`src/hw/rtl/idbt_ram.sv`:
```
// ----------------------------------------------------------------------------
// Generic simple dual-port RAM
// One write port and one read port with registered read data.
// ----------------------------------------------------------------------------
module idbt_ram #(
  parameter int unsigned WIDTH = 8,
  parameter int unsigned DEPTH = 16,
  parameter int unsigned ADDR_W = (DEPTH > 1) ? $clog2(DEPTH) : 1
) (
  input  logic              clk_i,
  input  logic              we_i,
  input  logic [ADDR_W-1:0] waddr_i,
  input  logic [WIDTH-1:0]  wdata_i,
  input  logic              re_i,
  input  logic [ADDR_W-1:0] raddr_i,
  output logic [WIDTH-1:0]  rdata_o
);

  logic [WIDTH-1:0] mem_q [DEPTH];
  logic [WIDTH-1:0] rdata_q;

  // Storage write and registered read.
  always_ff @(posedge clk_i) begin
    if (we_i) begin
      mem_q[waddr_i] <= wdata_i;
    end
    if (re_i) begin
      rdata_q <= mem_q[raddr_i];
    end
  end

  assign rdata_o = rdata_q;

endmodule

```
`config.mk`:
```
export PLATFORM = sky130hd
export DESIGN_NAME = idbt_ram
export DESIGN_NICKNAME = d
export VERILOG_FILES = /design/src/hw/rtl/idbt_ram.sv
export SDC_FILE = /design/constraint.sdc
export NUM_CORES = 1
export LEC_CHECK = 0
export ABC_AREA = 1
export BUFFER_PORTS_ARGS = -buffer_cell sky130_fd_sc_hd__buf_2
export CAP_MARGIN = 0
export CORE_ASPECT_RATIO = 0.6
export CORE_MARGIN = 2
export CORE_UTILIZATION = 40
export CTS_BUF_LIST = sky130_fd_sc_hd__clkbuf_8
export DETAILED_ROUTE_END_ITERATION = 10
export SLEW_MARGIN = 20
export SYNTH_ARGS = -nofsm -noshare
export SYNTH_HDL_FRONTEND = slang
export SYNTH_SLANG_ARGS = --single-unit
```
`constraint.sdc`:
```
create_clock -name clk_i -period 1.5 [get_ports clk_i]
set_clock_uncertainty 0.05 [all_clocks]
set_input_delay 0.225 -clock clk_i [delete_from_list [all_inputs] [get_ports clk_i]]
set_output_delay 0.225 -clock clk_i [all_outputs]
set_load 0.03 [all_outputs]
```
# Word level (Yosys, flattened, before mapping)
# Memories as Yosys holds them, arrays and structs flattened. A register that Yosys moved wholly into a read port is not among the register bits.
# Index checks and enable logic that the tools add are counted.
# word_totals
word_cells	3
output_inout_bits	8
ramBits	128
memories	1
ff_bits	0
in_bits	19
# mem_list
memory	words	word_bits	rd	rd_clocked_by_memory_dff	wr	line	text
mem_q	16	8	1	1	1	19	logic [WIDTH-1:0] mem_q [DEPTH];
# op_classes
mux	2
# ops
op	count
2-to-1 mux 1 bit	2

# Depth between registers and ports, before layout
# Gate-level depths: netlist of run 1.
# depth
depth_word	2
depth_mapped	8
mapped_depth_nobuf	7

# Worst setup path before layout of run 1
# No wires, ideal clock.
# synth_timing
kind	input -> register
startpoint	input waddr_i[2]
endpoint	memory mem_q[10][0], enable pin
required_time_ns	1.080
arrival_ns	0.806
path_slack_ns	0.274
cell_stages	2
n_path_buf	0
setup_ns	0.370
cell_sequence	nand3b_1 nor2_1
# synth_lines
item	line	text
start, declared	12	input logic [ADDR_W-1:0] waddr_i,
end, declared	19	
# Straight into the memory's write port.

# Worst setup path after layout of run 1
# layout_timing
startpoint	register rdata_q[4], in the netlist rdata_o[4], read port of mem_q
endpoint	output rdata_o[4]
# layout_lines
item	line	text
start, declared	20	logic [WIDTH-1:0] rdata_q;
end, declared	16	output logic [WIDTH-1:0] rdata_o
# No word-level cell between the ends.

==> summary.txt, run 1 <==
Outcome
  • Status: finished clean

Die
  • Die height: 97.7 um
  • Starting Density: 40.7%
  • Core area: 14,400 um^2
  • Full die area: 15,600 um^2
  • # rows: 34
  • Die width: 160 um
  • # IOs: 27

Setup path
  • Buffers & Inverters on Critical Path: 1
  • Reg2reg path depth: 6
  • CP delay by family, top: flip-flops
  • Required @ worst endpoint: ~1200 ps
  • RR Endpoint: rdata_o[0]$_DFFE_PP_
  • Slowest cell on crit path: edfxtp_1
  • CP arrival: approximately 1000 ps
  • Crit. End Element: primary output
  • CP max FO: 1
  • CP cell instances: buf_2
  • R2R setup slack: approximately 260 ps
  • Worst R2R Start: mem_q[15][0]$_DFFE_PP_
  • CP Launch Type: flop
  • Slowest stage delay, CP: 390 ps
  • Critical path class: reg2out

Timing
  • Final Worst Setup Slack: 203 ps
  • Setup TNS: 0 ps
  • RSZ-0062 raised after global routing: no
  • Worst-Margin Slew: ~560 ps
  • Fin crit share: 86.5%
  • Final Critical Period: ~1300 ps
  • Fin. max-slew vios: 0
  • # setup viols final: 0
  • Hold_ws: 103 ps
  • Fmax: 771 MHz
  • Final Hold Fails: 0
  • Slew HR: 62.5%

Placement
  • I/O Buffers: 26
  • DP Worst Slack: -0.197 ps
  • GPL Wtd Cong: 0.873
  • Post-DP HPWL: 9190 um
  • Post-DP Area: 6320 um^2
  • Placed cells: 778

CTS
  • TritonCTS buffer count: 17
  • CTS root buf: clkbuf_8
  • Gates resized, CTS repair: 0
  • Clk sinks: between 100 and 150
  • Clock transition at the registers of the reported paths: 80 ps
  • Clock latency on the worst-skew pair: between 400 and 500 ps
  • CTS max path bufs: 2
  • H-tree depth: 4
  • Post-CTS Setup Inserts: 0
  • Hold Buf Count CTS: 0
  • CTS tree: yes

Logic synthesis
  • Yosys top cell by area: edfxtp_1
  • Ys flop type: edfxtp_1
  • Mapped Avg Cell Area: roughly 11 um^2
  • EDFF count, synth: 136
  • Yosys Warn Count: 0
  • Cell count after synthesis: 551
  • Yosys top cell area share: between 60% and 70%
  • Post-synth cell types: 11
  • Top-count cell post-synth: nand2_1
  • Top cells by count, synth: 173 x nand2_1, 136 x edfxtp_1, 100 x inv_1
  • Post-synthesis register bit count: 136
  • Post-synthesis sequential area ratio: a little over two thirds
  • Syn Nets: 570
  • Synth top area cells: edfxtp_1 70%, nand2_1 11%, nand3_1 8.3%
  • Syn Std Cell Area: 5850 um^2
  • Ys async rst share: 0%

Layout
  • Share of layout cells above drive strength 1: 13.0%
  • Layout Cells excl Fill: approximately 800
  • Fin util: 46.6%
  • Post-layout nets: 618
  • Area Overhead vs Synth: 14.5%
  • Finished Cell Area: 6700 um^2
  • Antenna diodes: 0

Global route
  • Largest net degree at the start of global routing: 46
  • First-pass GRT wire length: 21,300 um
  • Initial antenna violation count: 1
  • Total gr overflow: 0
  • Number of global-route vias before repair: 3,725
  • Tot GR Track Use: 18.8%

Route
  • DR WL/cell: 17.4 um
  • Vias after detailed routing: 3,984
  • Total wire length: about 14,000 um
  • DRT Pass-1 Iters: 5
  • DRC viols: 0
  • Iteration-0 DRC Markers: ~380
  • Vias per cell: 4.93
  • Post-route antenna net violation count: 0

Hold path
  • Hold path startpoint: re_i
  • Hold Path Sink: rdata_o[4]$_DFFE_PP_
  • Hold Path Depth: 1
  • Worst Hold Class: in2reg

Power and ir drop
  • Static Leak: 2.88 nW
  • Power per Cell Area: 1170 nW/um^2
  • Maximum VDD drop: 0.591 mV
  • Power, Total: 7.81 mW

Flow run
  • Max Cap Viol: 0
[report_power, final]
| group | internal (mW) | leakage, nW | switching (mW) |
|---|---|---|---|
| Sequential | 4.28 | 1.24 | 0.0240 |
| Clock | 1.58 | 0.190 | 1.33 |
| Combinational | 0.171 | 1.46 | 0.418 |
[worst max path at each step]
stage | from | endpoint | slack, ps | depth (start not counted)
after CTS | rdata_o[1]$_DFFE_PP_ | rdata_o[1] | 150 | 1
after global placement | raddr_i[0] | rdata_o[2]$_DFFE_PP_ | 10 | 8
after global routing | rdata_o[4]$_DFFE_PP_ | rdata_o[4] | 150 | 1
final | rdata_o[4]$_DFFE_PP_ | rdata_o[4] | 200 | 1
after floorplan | waddr_i[2] | mem_q[10][0]$_DFFE_PP_ | 270 | 2
after detailed placement | raddr_i[0] | rdata_o[2]$_DFFE_PP_ | -0.2 | 8
[cells in the final DEF, fill, tap and decap left out, drive strengths merged]
cell type and instances:
edfxtp 136, bufinv 3, clkinv 8, nor2 17, inv 103, buf 53
clkbuf 17, nand3 97, nand2 173, nand3b 2, clkinvlp 1
[flip-flops by register name, indices dropped and copies added (netlist names)]
register,flops
rdata_o,8
mem_q,128
[per-layer routing]
layer | wire [um] | track usage (%)
met3 | 1440 | 6.70
met4 | 213 | 6.44
met5 | 0 | 0
met1 | 6790 | 28.1
met2 | 5590 | 25.1
[cell families after synthesis]
logic type    after synthesis  synth area share, %
simple gates              289                 20.8
buf+inv                   126                 9.39
flops                     136                 69.8
[area by class of cell]
class	instances	area, um^2
fillers	1384	7680
repair buffers	53	395
clock inverters	13	139
inverters	102	383
clock buffers	17	234
flip-flops and latches	136	4080
well taps	198	248
multi-input cells	289	1210
Power figures use the tool's default switching activity.
==> inputs of run 2 (changes only) <==
CAP_MARGIN = 25   (was 0)
TNS_END_PERCENT = 10   (was not set)
clock period = 1.2 ns   (was 1.5 ns; I/O delays follow)
==> run 2 against run 1 <==
The flow now finishes with violations (negative setup slack). Wire length up 4.2%. Flip-flop and latch count unchanged. Clock power up 35%. Combinational power up 44%. Clock-buffer cell count unchanged. Via count up 0.25%. Die area unchanged. Core utilization up 2.4 points. First-iteration DRC count down 3.7%. Sequential power up 25%. Largest power group unchanged.
==> summary.txt, run 2 (same netlist as run 1, synthesis figures left out) <==
Outcome
  • Status: finished with violations
  • Failing checks: negative setup slack

Route
  • Vias per cell: 4.89 (-0.85%)
  • Post-route antenna net violation count: 0 (unchanged)
  • Vias after detailed routing: 3,994 (+0.25%)
  • DRT Pass-1 Iters: 5 (unchanged)
  • Iteration-0 DRC Markers: 369 (-3.7%)
  • Total wire length: 14,600 um (+4.2%)
  • Metal-1 WL: 6840 um (+0.65%)
  • WL met3: 1310 um (-8.9%)
  • Top layer in use: met4
  • DR WL/cell: 17.9 um (+3.1%)
  • Met2 WL: 6270 um (+12%)
  • DRC viols: 0 (unchanged)

Die
  • Starting Density: 40.7% (unchanged)
  • Die width: 160 um (unchanged)
  • Core area: 14,400 um^2 (unchanged)
  • Full die area: 15,600 um^2 (unchanged)
  • # IOs: 27 (unchanged)
  • Die height: 97.7 um (unchanged)
  • # rows: 34 (unchanged)

Setup path
  • CP max FO: 1 (unchanged)
  • Critical path class: reg2out
  • Required @ worst endpoint: 970 ps (-250 ps)
  • Crit. End Element: primary output
  • CP cell instances: buf_6
  • CP delay by family, top: flip-flops
  • R2R setup slack: 40 ps (-220 ps)
  • Slowest cell on crit path: edfxtp_1
  • CP arrival: 1040 ps (+20 ps)
  • Slowest stage delay, CP: 430 ps (+40 ps)
  • Buffers & Inverters on Critical Path: 1 (unchanged)
  • CP Launch Type: flop

Timing
  • Fmax: approximately 790 MHz
  • # setup viols final: 6 (+6)
  • Fin. max-slew vios: 0 (unchanged)
  • Slew HR: 70.1% (+7.6 points)
  • Fin crit share: 106%
  • Final Critical Period: 1270 ps
  • Worst-Margin Slew: 448 ps (-113 ps)
  • Final Worst Setup Slack: -66.4 ps (-269 ps)
  • Final Hold Fails: 0 (unchanged)
  • RSZ-0062 raised after global routing: yes

CTS
  • Post-CTS Setup Inserts: 0 (unchanged)
  • Hold Buf Count CTS: 0 (unchanged)
  • Clock transition at the registers of the reported paths: 80 ps (about the same)
  • Clk sinks: 136 (unchanged)
  • CTS tree: yes
  • CTS max path bufs: 2 (unchanged)
  • CTS root buf: clkbuf_8
  • TritonCTS buffer count: 17 (unchanged)
  • Clock latency on the worst-skew pair: 440 ps (about the same)
  • H-tree depth: 4 (unchanged)

Placement
  • I/O Buffers: 26 (unchanged)
  • Post-DP HPWL: 9420 um (+2.5%)
  • Post-DP Area: 6400 um^2 (+1.2%)
  • GPL Wtd Cong: 0.853 (-2.3%)

Layout
  • Register area: 4080 um^2 (unchanged)
  • Register name with the most flops: mem_q
  • Post-layout nets: 625 (+1.1%)
  • Area Overhead vs Synth: 20.4%
  • Filler cell count: 1,326 (-4.2%)
  • Antenna diodes: 0 (unchanged)
  • Commonest non-fill, non-tap cell in the layout: nand2_1
  • Area occupied by multi-input gates: 1390 um^2 (+15%)
  • Finished Cell Area: 7040 um^2 (+5.1%)
  • Share of layout cells above drive strength 1: 21.0% (+8.1 points)
  • Max reg flops: 128 (unchanged)
  • Most frequent cells in the layout: 167 x nand2_1, 136 x edfxtp_1, 99 x inv_1, 66 x nand3_1, 30 x nand3_2

Flow run
  • Max Cap Viol: 0 (unchanged)

Global route
  • Number of global-route vias before repair: 3,752 (+0.72%)
  • Total gr overflow: 0 (unchanged)
  • First-pass GRT wire length: 21,900 um (+2.5%)
  • Initial antenna violation count: 0 (-1)
  • Tot GR Track Use: 19.5% (+0.69 points)
  • Largest net degree at the start of global routing: 41 (-11%)

Power and ir drop
  • Power, Total: 10.2 mW (+30%)
  • Power per Cell Area: 1440 nW/um^2 (+24%)
  • Static Leak: 3.02 nW (+4.8%)
  • Maximum VDD drop: 0.709 mV (+20%)

Hold path
  • Worst Hold Class: in2reg
## run 2: changes by cell type in the layout (fill, tap and decap cells not counted), sizes merged
cell      before  now
clkinv         8    7
clkinvlp       1    2
inv          103  105
buf           53   60
## run 2: report_power, final
group	total [mW]	switching [mW]	internal, mW
combinational	0.851	0.568	0.284
sequential	5.38	0.0344	5.34
clock	3.93	1.87	2.06
## run 2: path summary, 6_finish.rpt
check	startpoint	to	cells after the start
setup / recovery	rdata_o[1]$_DFFE_PP_	rdata_o[1]	1
hold / removal	re_i	rdata_o[1]$_DFFE_PP_	1
setup reg to reg	mem_q[3][4]$_DFFE_PP_	rdata_o[4]$_DFFE_PP_	6
hold reg to reg	mem_q[10][1]$_DFFE_PP_	rdata_o[1]$_DFFE_PP_	6
## run 2: final cells by class
class	count	share of cell area, %
Sequential cell	136	58.0
Multi-Input combinational cell	289	19.8
Timing Repair Buffer	60	7.43
Inverter	102	5.44
Tap cell	198	3.52
Clock buffer	17	3.32
Clock inverter	15	2.49
## run 2: per-layer routing
layer / GRT usage (%) / up-vias
met2: 27.4 / 153
met5: 0 / -
met4: 6.51 / 0
li1: - / 1887
met1: 28.1 / 1937
met3: 6.74 / 17
## run 2: stage by stage
stage | utilization [%] | std cells | setup TNS, ps | hold slack [ps] | setup WS [ps]
finish | 48.9 | 817 | -241 | 51.8 | -66.4
global route | 48.9 | 817 | -725 | 29.7 | -117
CTS | 47.8 | 817 | -421 | 33.0 | -104
detailed placement | 44.5 | 785 | -3540 | 504 | -254
global placement | 44.5 | 785 | -2590 | 509 | -228
floorplan | - | 551 | 0 | 229 | 19.2
## run 2: repair_timing
| action | 4_1_cts | 5_1_grt |
|---|---|---|
| endpoints found under the setup margin | 11 | 16 |
| pin swaps | 0 | 2 |
| cloned | 0 | 0 |
| gates resized for setup | 19 | 36 |
