### src/hw/rtl/idbt_pkg.sv
// ----------------------------------------------------------------------------
// Interval double-booking table package
// Shared sizes, types and status codes for the booking table and its parts.
// ----------------------------------------------------------------------------
package idbt_pkg;

  // Table sizes and time width.
  localparam int unsigned BOOKING_DEPTH = 64;
  localparam int unsigned OVERLAP_DEPTH = 64;
  localparam int unsigned TIME_BITS     = 32;

  // Fixed widths of the stream fields.
  localparam int unsigned SLOT_BITS  = 32;
  localparam int unsigned IN_DATA_W  = 2 * SLOT_BITS;
  localparam int unsigned OUT_DATA_W = 8;

  // Index and counter widths derived from the depths.
  localparam int unsigned BIDX_W  = (BOOKING_DEPTH > 1) ? $clog2(BOOKING_DEPTH) : 1;
  localparam int unsigned OIDX_W  = (OVERLAP_DEPTH > 1) ? $clog2(OVERLAP_DEPTH) : 1;
  localparam int unsigned BCNT_W  = $clog2(BOOKING_DEPTH + 1);
  localparam int unsigned OCNT_W  = $clog2(OVERLAP_DEPTH + 1);
  localparam int unsigned SCNT_W  = (BCNT_W > OCNT_W) ? BCNT_W : OCNT_W;
  localparam int unsigned SUM_W   = SCNT_W + 1;
  localparam int unsigned ENTRY_W = 2 * TIME_BITS;

  // Count limits at the widths they are compared at.
  localparam logic [BCNT_W-1:0] BKD_LIMIT = BCNT_W'(BOOKING_DEPTH);
  localparam logic [SUM_W-1:0]  DBL_LIMIT = SUM_W'(OVERLAP_DEPTH);

  typedef logic [TIME_BITS-1:0] time_t;

  // Result status codes.
  typedef enum logic [1:0] {
    STATUS_ACCEPTED = 2'd0,
    STATUS_TRIPLE   = 2'd1,
    STATUS_FULL     = 2'd2,
    STATUS_EMPTY    = 2'd3
  } status_e;

  // Output of the shared intersection unit.
  typedef struct packed {
    logic  hit;
    time_t lo;
    time_t hi;
  } isect_t;

endpackage

### src/hw/rtl/idbt_isect.sv
// ----------------------------------------------------------------------------
// Interval intersection unit
// Compares the request against one table entry and forms the overlap.
// ----------------------------------------------------------------------------
module idbt_isect (
  input  idbt_pkg::time_t  req_lo_i,
  input  idbt_pkg::time_t  req_hi_i,
  input  idbt_pkg::time_t  ent_lo_i,
  input  idbt_pkg::time_t  ent_hi_i,
  output idbt_pkg::isect_t res_o
);
  import idbt_pkg::*;

  time_t lo;
  time_t hi;

  // The overlap is [max of starts, min of stops); it exists only when nonempty.
  always_comb begin
    lo = (req_lo_i > ent_lo_i) ? req_lo_i : ent_lo_i;
    hi = (req_hi_i < ent_hi_i) ? req_hi_i : ent_hi_i;
    res_o.lo  = lo;
    res_o.hi  = hi;
    res_o.hit = (lo < hi);
  end

endmodule

### config.mk
export PLATFORM = sky130hd
export DESIGN_NAME = idbt_isect
export DESIGN_NICKNAME = d
export VERILOG_FILES = /design/src/hw/rtl/idbt_pkg.sv /design/src/hw/rtl/idbt_isect.sv
export SDC_FILE = /design/constraint.sdc
export NUM_CORES = 1
export LEC_CHECK = 0
export BUFFER_PORTS_ARGS = -buffer_cell sky130_fd_sc_hd__clkbuf_2
export CELL_PAD_IN_SITES_DETAIL_PLACEMENT = 0
export CELL_PAD_IN_SITES_GLOBAL_PLACEMENT = 1
export CORE_ASPECT_RATIO = 0.9
export CORE_MARGIN = 3
export CORE_UTILIZATION = 27
export DETAILED_ROUTE_END_ITERATION = 10
export PLACE_DENSITY = 0.76
export SLEW_MARGIN = 20
export SYNTH_ARGS = -nofsm -noshare
export SYNTH_HDL_FRONTEND = slang
export SYNTH_SLANG_ARGS = --single-unit
### constraint.sdc
create_clock -name vclk -period 3.8
set_input_delay 0.19 -clock vclk [all_inputs]
set_output_delay 0.19 -clock vclk [all_outputs]
set_load 0.01 [all_outputs]
# ---- Word-level counts from Yosys, hierarchy flattened
# Index checks and enable logic that the tools add are counted.
# Widths: inputs -> output; s select.
dict set report totals {
  elab_cells 5
  output_inout_bits 65
  register_bits 0
}
dict set report op_classes {
  order_cmp 3
  mux 2
}
# operator count
set op_table {}
lappend op_table {{$lt 32x32->1} 2}
lappend op_table {{$mux 32} 2}
lappend op_table {{$gt 32x32->1} 1}

# ---- Longest topological paths before layout
# Gate-level depths: netlist (run 1).
dict set report logic_depth {
  depth_word 3
  ltp_mapped 20
  depth_no_buf 18
}

# ---- Least setup slack after synthesis (run 1)
# Ideal clock, no wire load.
dict set report synth_timing {
  path_type {input to output}
  from {in ent_lo_i[14]}
  to {out res_o[64] in the netlist's numbering}
  stages 16
  path_slack_ns 0.046
  arrival_ns 3.564
  n_path_buf 1
  t_required_ns 3.610
  cell_sequence {inv_1 ha_1 a21oi_1 nand2_1 a221o_1 o31ai_1 a22o_2 buf_4 mux2_2 ha_1 nand4_1 nor2_1 nand3_1 nor4_1 or4bb_1 o21a_1}
}
# item line
set synth_rtl {}
lappend synth_rtl {{start, declared} idbt_isect.sv:8} ;# input idbt_pkg::time_t ent_lo_i,
lappend synth_rtl {{end, declared} idbt_isect.sv:10} ;# output idbt_pkg::isect_t res_o

==> results of run 1 <==
repair_timing:
action	4_1_cts	5_1_grt
setup endpoints to repair	1	1
hold buffers	0	0
pin swaps	21	15
resized for setup	52	28
buffers inserted	9	3
gates cloned	2	0
critical path: stages:
cell	delay [ns]
buf_8	0.08
inv_4	0.03
ha_4	0.25
nor2b_4	0.12
o211ai_1	0.17
a2111oi_4	0.47
o31ai_4	0.14
a22o_4	0.28
buf_12	0.14
mux2_4	0.32
ha_4	0.26
nand4_1	0.13
nor2_1	0.14
nand3_1	0.11
nor4_2	0.23
buf_4	0.15
or4bb_1	0.39
o21a_1	0.19
buf_2	0.14
logic make-up (layout without fill, tap and decap cells):
family	Yosys count	in the layout	synth area share
buffers and inverters	106	422	0.137
AO/OA/AOI/OAI	110	111	0.214
adder cells (fa/ha/maj)	94	94	0.378
multiplexers	33	33	0.121
AND/OR/NAND/NOR	97	97	0.150
cell usage after synthesis (2+ instances only):
master    instances  area share
buf_2             3      0.0048
nor2_1           38       0.046
nand4_1          11       0.022
mux2_2           32        0.12
a21oi_1          61       0.098
inv_1            93        0.11
a21oi_2           4       0.011
nand2_1          21       0.025
a211oi_1          2      0.0048
o21a_1            3      0.0072
nor4_1            2      0.0040
buf_4             7       0.017
inv_2             3      0.0036
and4_1            6       0.017
nor2b_1           2      0.0040
ha_1             94        0.38
a221o_1           3      0.0096
a221oi_1          3      0.0084
nand2b_1          3      0.0060
a31oi_1           2      0.0040
nand3_1           7       0.011
o21ai_0          13       0.021
o31ai_1           3      0.0072
a21o_1           11       0.027
nor3_1            3      0.0048
per-stage QoR:
stage | power [mW] | instances
after floorplan | 0.461 | 440
after global placement | 0.910 | 895
after detailed placement | 0.926 | 895
after CTS | 1.03 | 906
after global routing | 1.17 | 909
final | 1.05 | 909
cell type report:
class	count	share of cell area
timing repair buffer	326	0.364
tap	152	0.0331
multi-input combinational	335	0.539
inverter	96	0.0632
per-layer routing:
| metal | routed length (um) | share of wire |
|---|---|---|
| met5 | 0 | 0 |
| met4 | 78 | 0.0061 |
| met3 | 788 | 0.062 |
| met2 | 5950 | 0.47 |
| met1 | 5890 | 0.46 |
worst min path at each step:
stage	from	to	slack, ns	cells after the start
3_5_place_dp	ent_lo_i[17]	res_o[49]	0.75	3
6_report	req_lo_i[0]	res_o[32]	0.76	3
3_3_place_gp	ent_lo_i[17]	res_o[49]	0.75	3
4_1_cts	req_lo_i[0]	res_o[32]	0.75	3
5_1_grt	ent_lo_i[5]	res_o[37]	0.77	3
2_1_floorplan	req_hi_i[26]	res_o[26]	0.48	2
power breakdown:
group	leakage [nW]	internal [mW]	switching, mW
combinational	3.35	0.556	0.498
clock	0	0	0
sequential	0	0	0
cells in the final DEF, fill, tap and decap left out, drive strengths merged, types with 2 or more instances in the layout:
cell type    n
a2111oi      2
nor2        38
o21a         3
nand4       11
ha          94
nand2b       3
nor2b        2
a22o         2
a221o        3
o21ai       13
nor3         3
nor4         2
a21oi       65
a31oi        2
buf        138
o31ai        3
clkbuf     187
nand3        7
mux2        33
nand2       21
a21o        11
a211oi       2
and4         6
a221oi       3
inv         96
==> impl_metrics.env, run 1 <==
export IMPL_multi_input_area_sq_um=3100
export IMPL_ys_types=35
export IMPL_synthCells=440
export IMPL_antenna_found_initial=0
export IMPL_grt_usage=0.183
export IMPL_clock_fmax_ghz=0.243
export IMPL_grt_max_degree=24
export IMPL_criticalPathCategory="in2out"
export IMPL_vdd_drop_max_v=0.000111
export IMPL_met1_usage=0.253
export IMPL_critPathLaunch="ent_lo_i[1]"
export IMPL_leakage_nw=3.35
export IMPL_fin_util=0.520
export IMPL_tightestPinTransition_ns=0.495
export IMPL_final_nets=981
export IMPL_drt_iter0_drc=118
export IMPL_fin_crit_ns=4.12
export IMPL_gp_congestion=0.864
export IMPL_grt_overflow=0
export IMPL_synthToLayoutAreaGrowth_pct=84.4
export IMPL_met2_usage=0.322
export IMPL_rows=36
export IMPL_yosys_warnings=0
export IMPL_synth_nets=662
export IMPL_drcViolationCount=0
export IMPL_holdWs_ns=0.755
export IMPL_crit_end="res_o[64]"
export IMPL_num_io_pins=193
export IMPL_setup_viol=1
export IMPL_ys_seq_area_frac=0
export IMPL_first_pass_iters=4
export IMPL_dr_total_vias=4214
export IMPL_viasPerCell=4.64
export IMPL_top_usage_layer="met2"
export IMPL_finalHoldViolations=0
export IMPL_dpl_hpwl_um=10900
export IMPL_drive_gt1_frac=0.548
export IMPL_wl_per_cell_um=14.0
export IMPL_crit_path_start_kind="input port"
export IMPL_synth_avg_cell_area_sq_um=7.08
export IMPL_drtAntennaViolNets=0
export IMPL_fin_ws_ns=-0.321
export IMPL_grt_pass1_vias=4144
export IMPL_place_ws_ns=-0.577
export IMPL_relSlewSlack=0.667
export IMPL_status="finished with violations"
export IMPL_fillers=1098
export IMPL_tns_ns=-0.321
export IMPL_diodes=0
export IMPL_die_area_sq_um=12900
export IMPL_io_buffers=193
export IMPL_failed_checks="setup timing"
export IMPL_endpoint_kind="output pin"
export IMPL_num_clock_buffers=0
export IMPL_seq_cells=0
export IMPL_fp_coreArea_sq_um=11000
export IMPL_regArea_sq_um=0
export IMPL_cap_violations=0
export IMPL_syn_area_sq_um=3110
export IMPL_final_area_sq_um=5740
export IMPL_die_y_um=108
export IMPL_slew_violations=0
export IMPL_die_x_um=119
export IMPL_placed_cell_area_sq_um=5150
export IMPL_rsz0062_at_grt="yes"
export IMPL_use_met3=0.0168
export IMPL_required_ns=3.61
export IMPL_power_density_nw_per_um2=184
export IMPL_grt_pass1_wl_um=19600
export IMPL_cp_data_arrival_time_ns=3.93
export IMPL_wl_um=12700
export IMPL_finalCritPeriodShare=1.08
export IMPL_initial_core_util=0.282
export IMPL_hp_class="in2out"
export IMPL_crit_fanout=5
No activity file was read; power rests on OpenSTA's default activity.
==> run 2: changes to the inputs <==
Settings changed: CORE_UTILIZATION 27 to 30, PLACE_DENSITY 0.76 to 0.8.
Clock period 3.8 ns to 4.7 ns, I/O delays scaled along.
==> run 2 against run 1 <==
  * The run now ends clean
  * Critical path depth decreased by 2
  * Sequential cell count unchanged
  * Via count down 13%
  * Design area shrank 26%
  * Worst hold slack improved by 0.046 ns
  * First-iteration DRC count is 13% lower
  * Non-clock buffer count shrank 126
  * Critical path type unchanged
  * Highest routed layer unchanged
==> impl_metrics.env, run 2 (synthesis results as in run 1) <==
export IMPL_tightestPinTransition_ns=0.555
export IMPL_place_ws_ns=0.282
export IMPL_final_nets=854
export IMPL_die_area_sq_um=11600
export IMPL_cpMaxStageDelayCell="or4bb_1"
export IMPL_drcViolationCount=0
export IMPL_grt_overflow=0
export IMPL_die_y_um=103
export IMPL_cts_setup_buffers=0
export IMPL_clkPwrFrac=0
export IMPL_p_sw_mw=0.332
export IMPL_slew_violations=0
export IMPL_leakage_nw=2.65
export IMPL_fp_coreArea_sq_um=9870
export IMPL_gp_congestion=0.900
export IMPL_drtAntennaViolNets=0
export IMPL_initial_core_util=0.316
export IMPL_finalCritPeriodShare=0.928
export IMPL_antenna_found_initial=0
export IMPL_wl_per_cell_um=13.9
export IMPL_grt_max_degree=21
export IMPL_vdd_drop_max_v=0.0000876
export IMPL_fin_cells=756
export IMPL_rows=34
export IMPL_placed_cell_area_sq_um=4230
export IMPL_clock_fmax_ghz=0.229
export IMPL_criticalPathCategory="in2out"
export IMPL_finalHoldViolations=0
export IMPL_cp_data_arrival_time_ns=4.12
export IMPL_io_buffers=193
export IMPL_layout_commonest_cell="clkbuf_2"
export IMPL_drt_iter0_drc=103
export IMPL_status="completed"
export IMPL_tns_ns=0
export IMPL_required_ns=4.47
export IMPL_drive_gt1_frac=0.387
export IMPL_regArea_sq_um=0
export IMPL_seq_cells=0
export IMPL_first_pass_iters=4
export IMPL_power_density_nw_per_um2=142
export IMPL_synthToLayoutAreaGrowth_pct=36.0
export IMPL_dr_total_vias=3655
export IMPL_num_io_pins=193
export IMPL_comb_power_share=1.000
export IMPL_final_area_sq_um=4230
export IMPL_dpl_hpwl_um=9840
export IMPL_grt_pass1_vias=3468
export IMPL_min_delay_start="req_hi_i[28]"
export IMPL_wl_um=10500
export IMPL_cap_violations=0
export IMPL_fin_crit_ns=4.36
export IMPL_cts_hold_buf=0
export IMPL_num_clock_buffers=0
export IMPL_fin_util=0.429
export IMPL_place_inst=756
export IMPL_relSlewSlack=0.627
export IMPL_setup_viol=0
export IMPL_swShare=0.553
export IMPL_viasPerCell=4.83
export IMPL_p_seq_frac=0
export IMPL_ctsResizeCount=0
export IMPL_crit_fanout=16
export IMPL_whs_path_depth=4
export IMPL_layout_common_cells="clkbuf_2, ha_1, inv_1"
export IMPL_cpPeakStageDelay_ns=0.46
export IMPL_hp_class="in2out"
export IMPL_fin_ws_ns=0.340
export IMPL_rsz0062_at_grt="no"
export IMPL_crit_path_start_kind="input port"
export IMPL_endpoint_kind="output pin"
export IMPL_p_int_mw=0.268
export IMPL_grt_usage=0.168
export IMPL_die_x_um=113
export IMPL_critPathLaunch="ent_lo_i[7]"
export IMPL_diodes=0
export IMPL_path_cells="clkbuf_2, inv_1, ha_1, a21oi_1, o21ai_0, a221o_1, o31ai_1, a22o_2, buf_4, mux2_2, ha_1, nand3_1, nor4_1, buf_4, or4bb_1, o21a_1, clkbuf_2"
export IMPL_grt_pass1_wl_um=16300
run 2: layout make-up:
class                           count  area (sq um)
Fill cell                        1050          5640
Inverter                           96           360
Multi-Input combinational cell    334          2700
Tap cell                          126           158
Timing Repair Buffer              200          1020
run 2: metrics by stage:
step	power, mW	hold slack, ns
4_1_cts	0.606	0.799
2_1_floorplan	0.372	0.572
5_1_grt	0.683	0.815
3_3_place_gp	0.592	0.802
6_report	0.600	0.801
3_5_place_dp	0.602	0.798
run 2: layer usage:
metal  up-vias  part of all wire  track usage
met5         -                 0            0
met1      1612              0.48        0.234
li1       1920                 -            -
met4         0            0.0039      0.00924
met2       119              0.45        0.293
met3         4             0.073       0.0194
run 2: final timing paths:
path         to  slack (ns)
min   res_o[28]        0.80
max   res_o[64]        0.34
run 2: power by group through the flow:
stage	registers, mW	logic [mW]	clock network [mW]
3_5_place_dp	0	0.602	0
3_3_place_gp	0	0.592	0
6_report	0	0.600	0
2_1_floorplan	0	0.372	0
5_1_grt	0	0.683	0
4_1_cts	0	0.606	0
run 2: critical path: cells and delay by family:
kind / cells / cell delay [ns]
simple gates: 3 / 0.86
mux: 1 / 0.39
buf+inv: 5 / 0.73
compound gates: 6 / 1.30
fa+ha+maj: 2 / 0.60
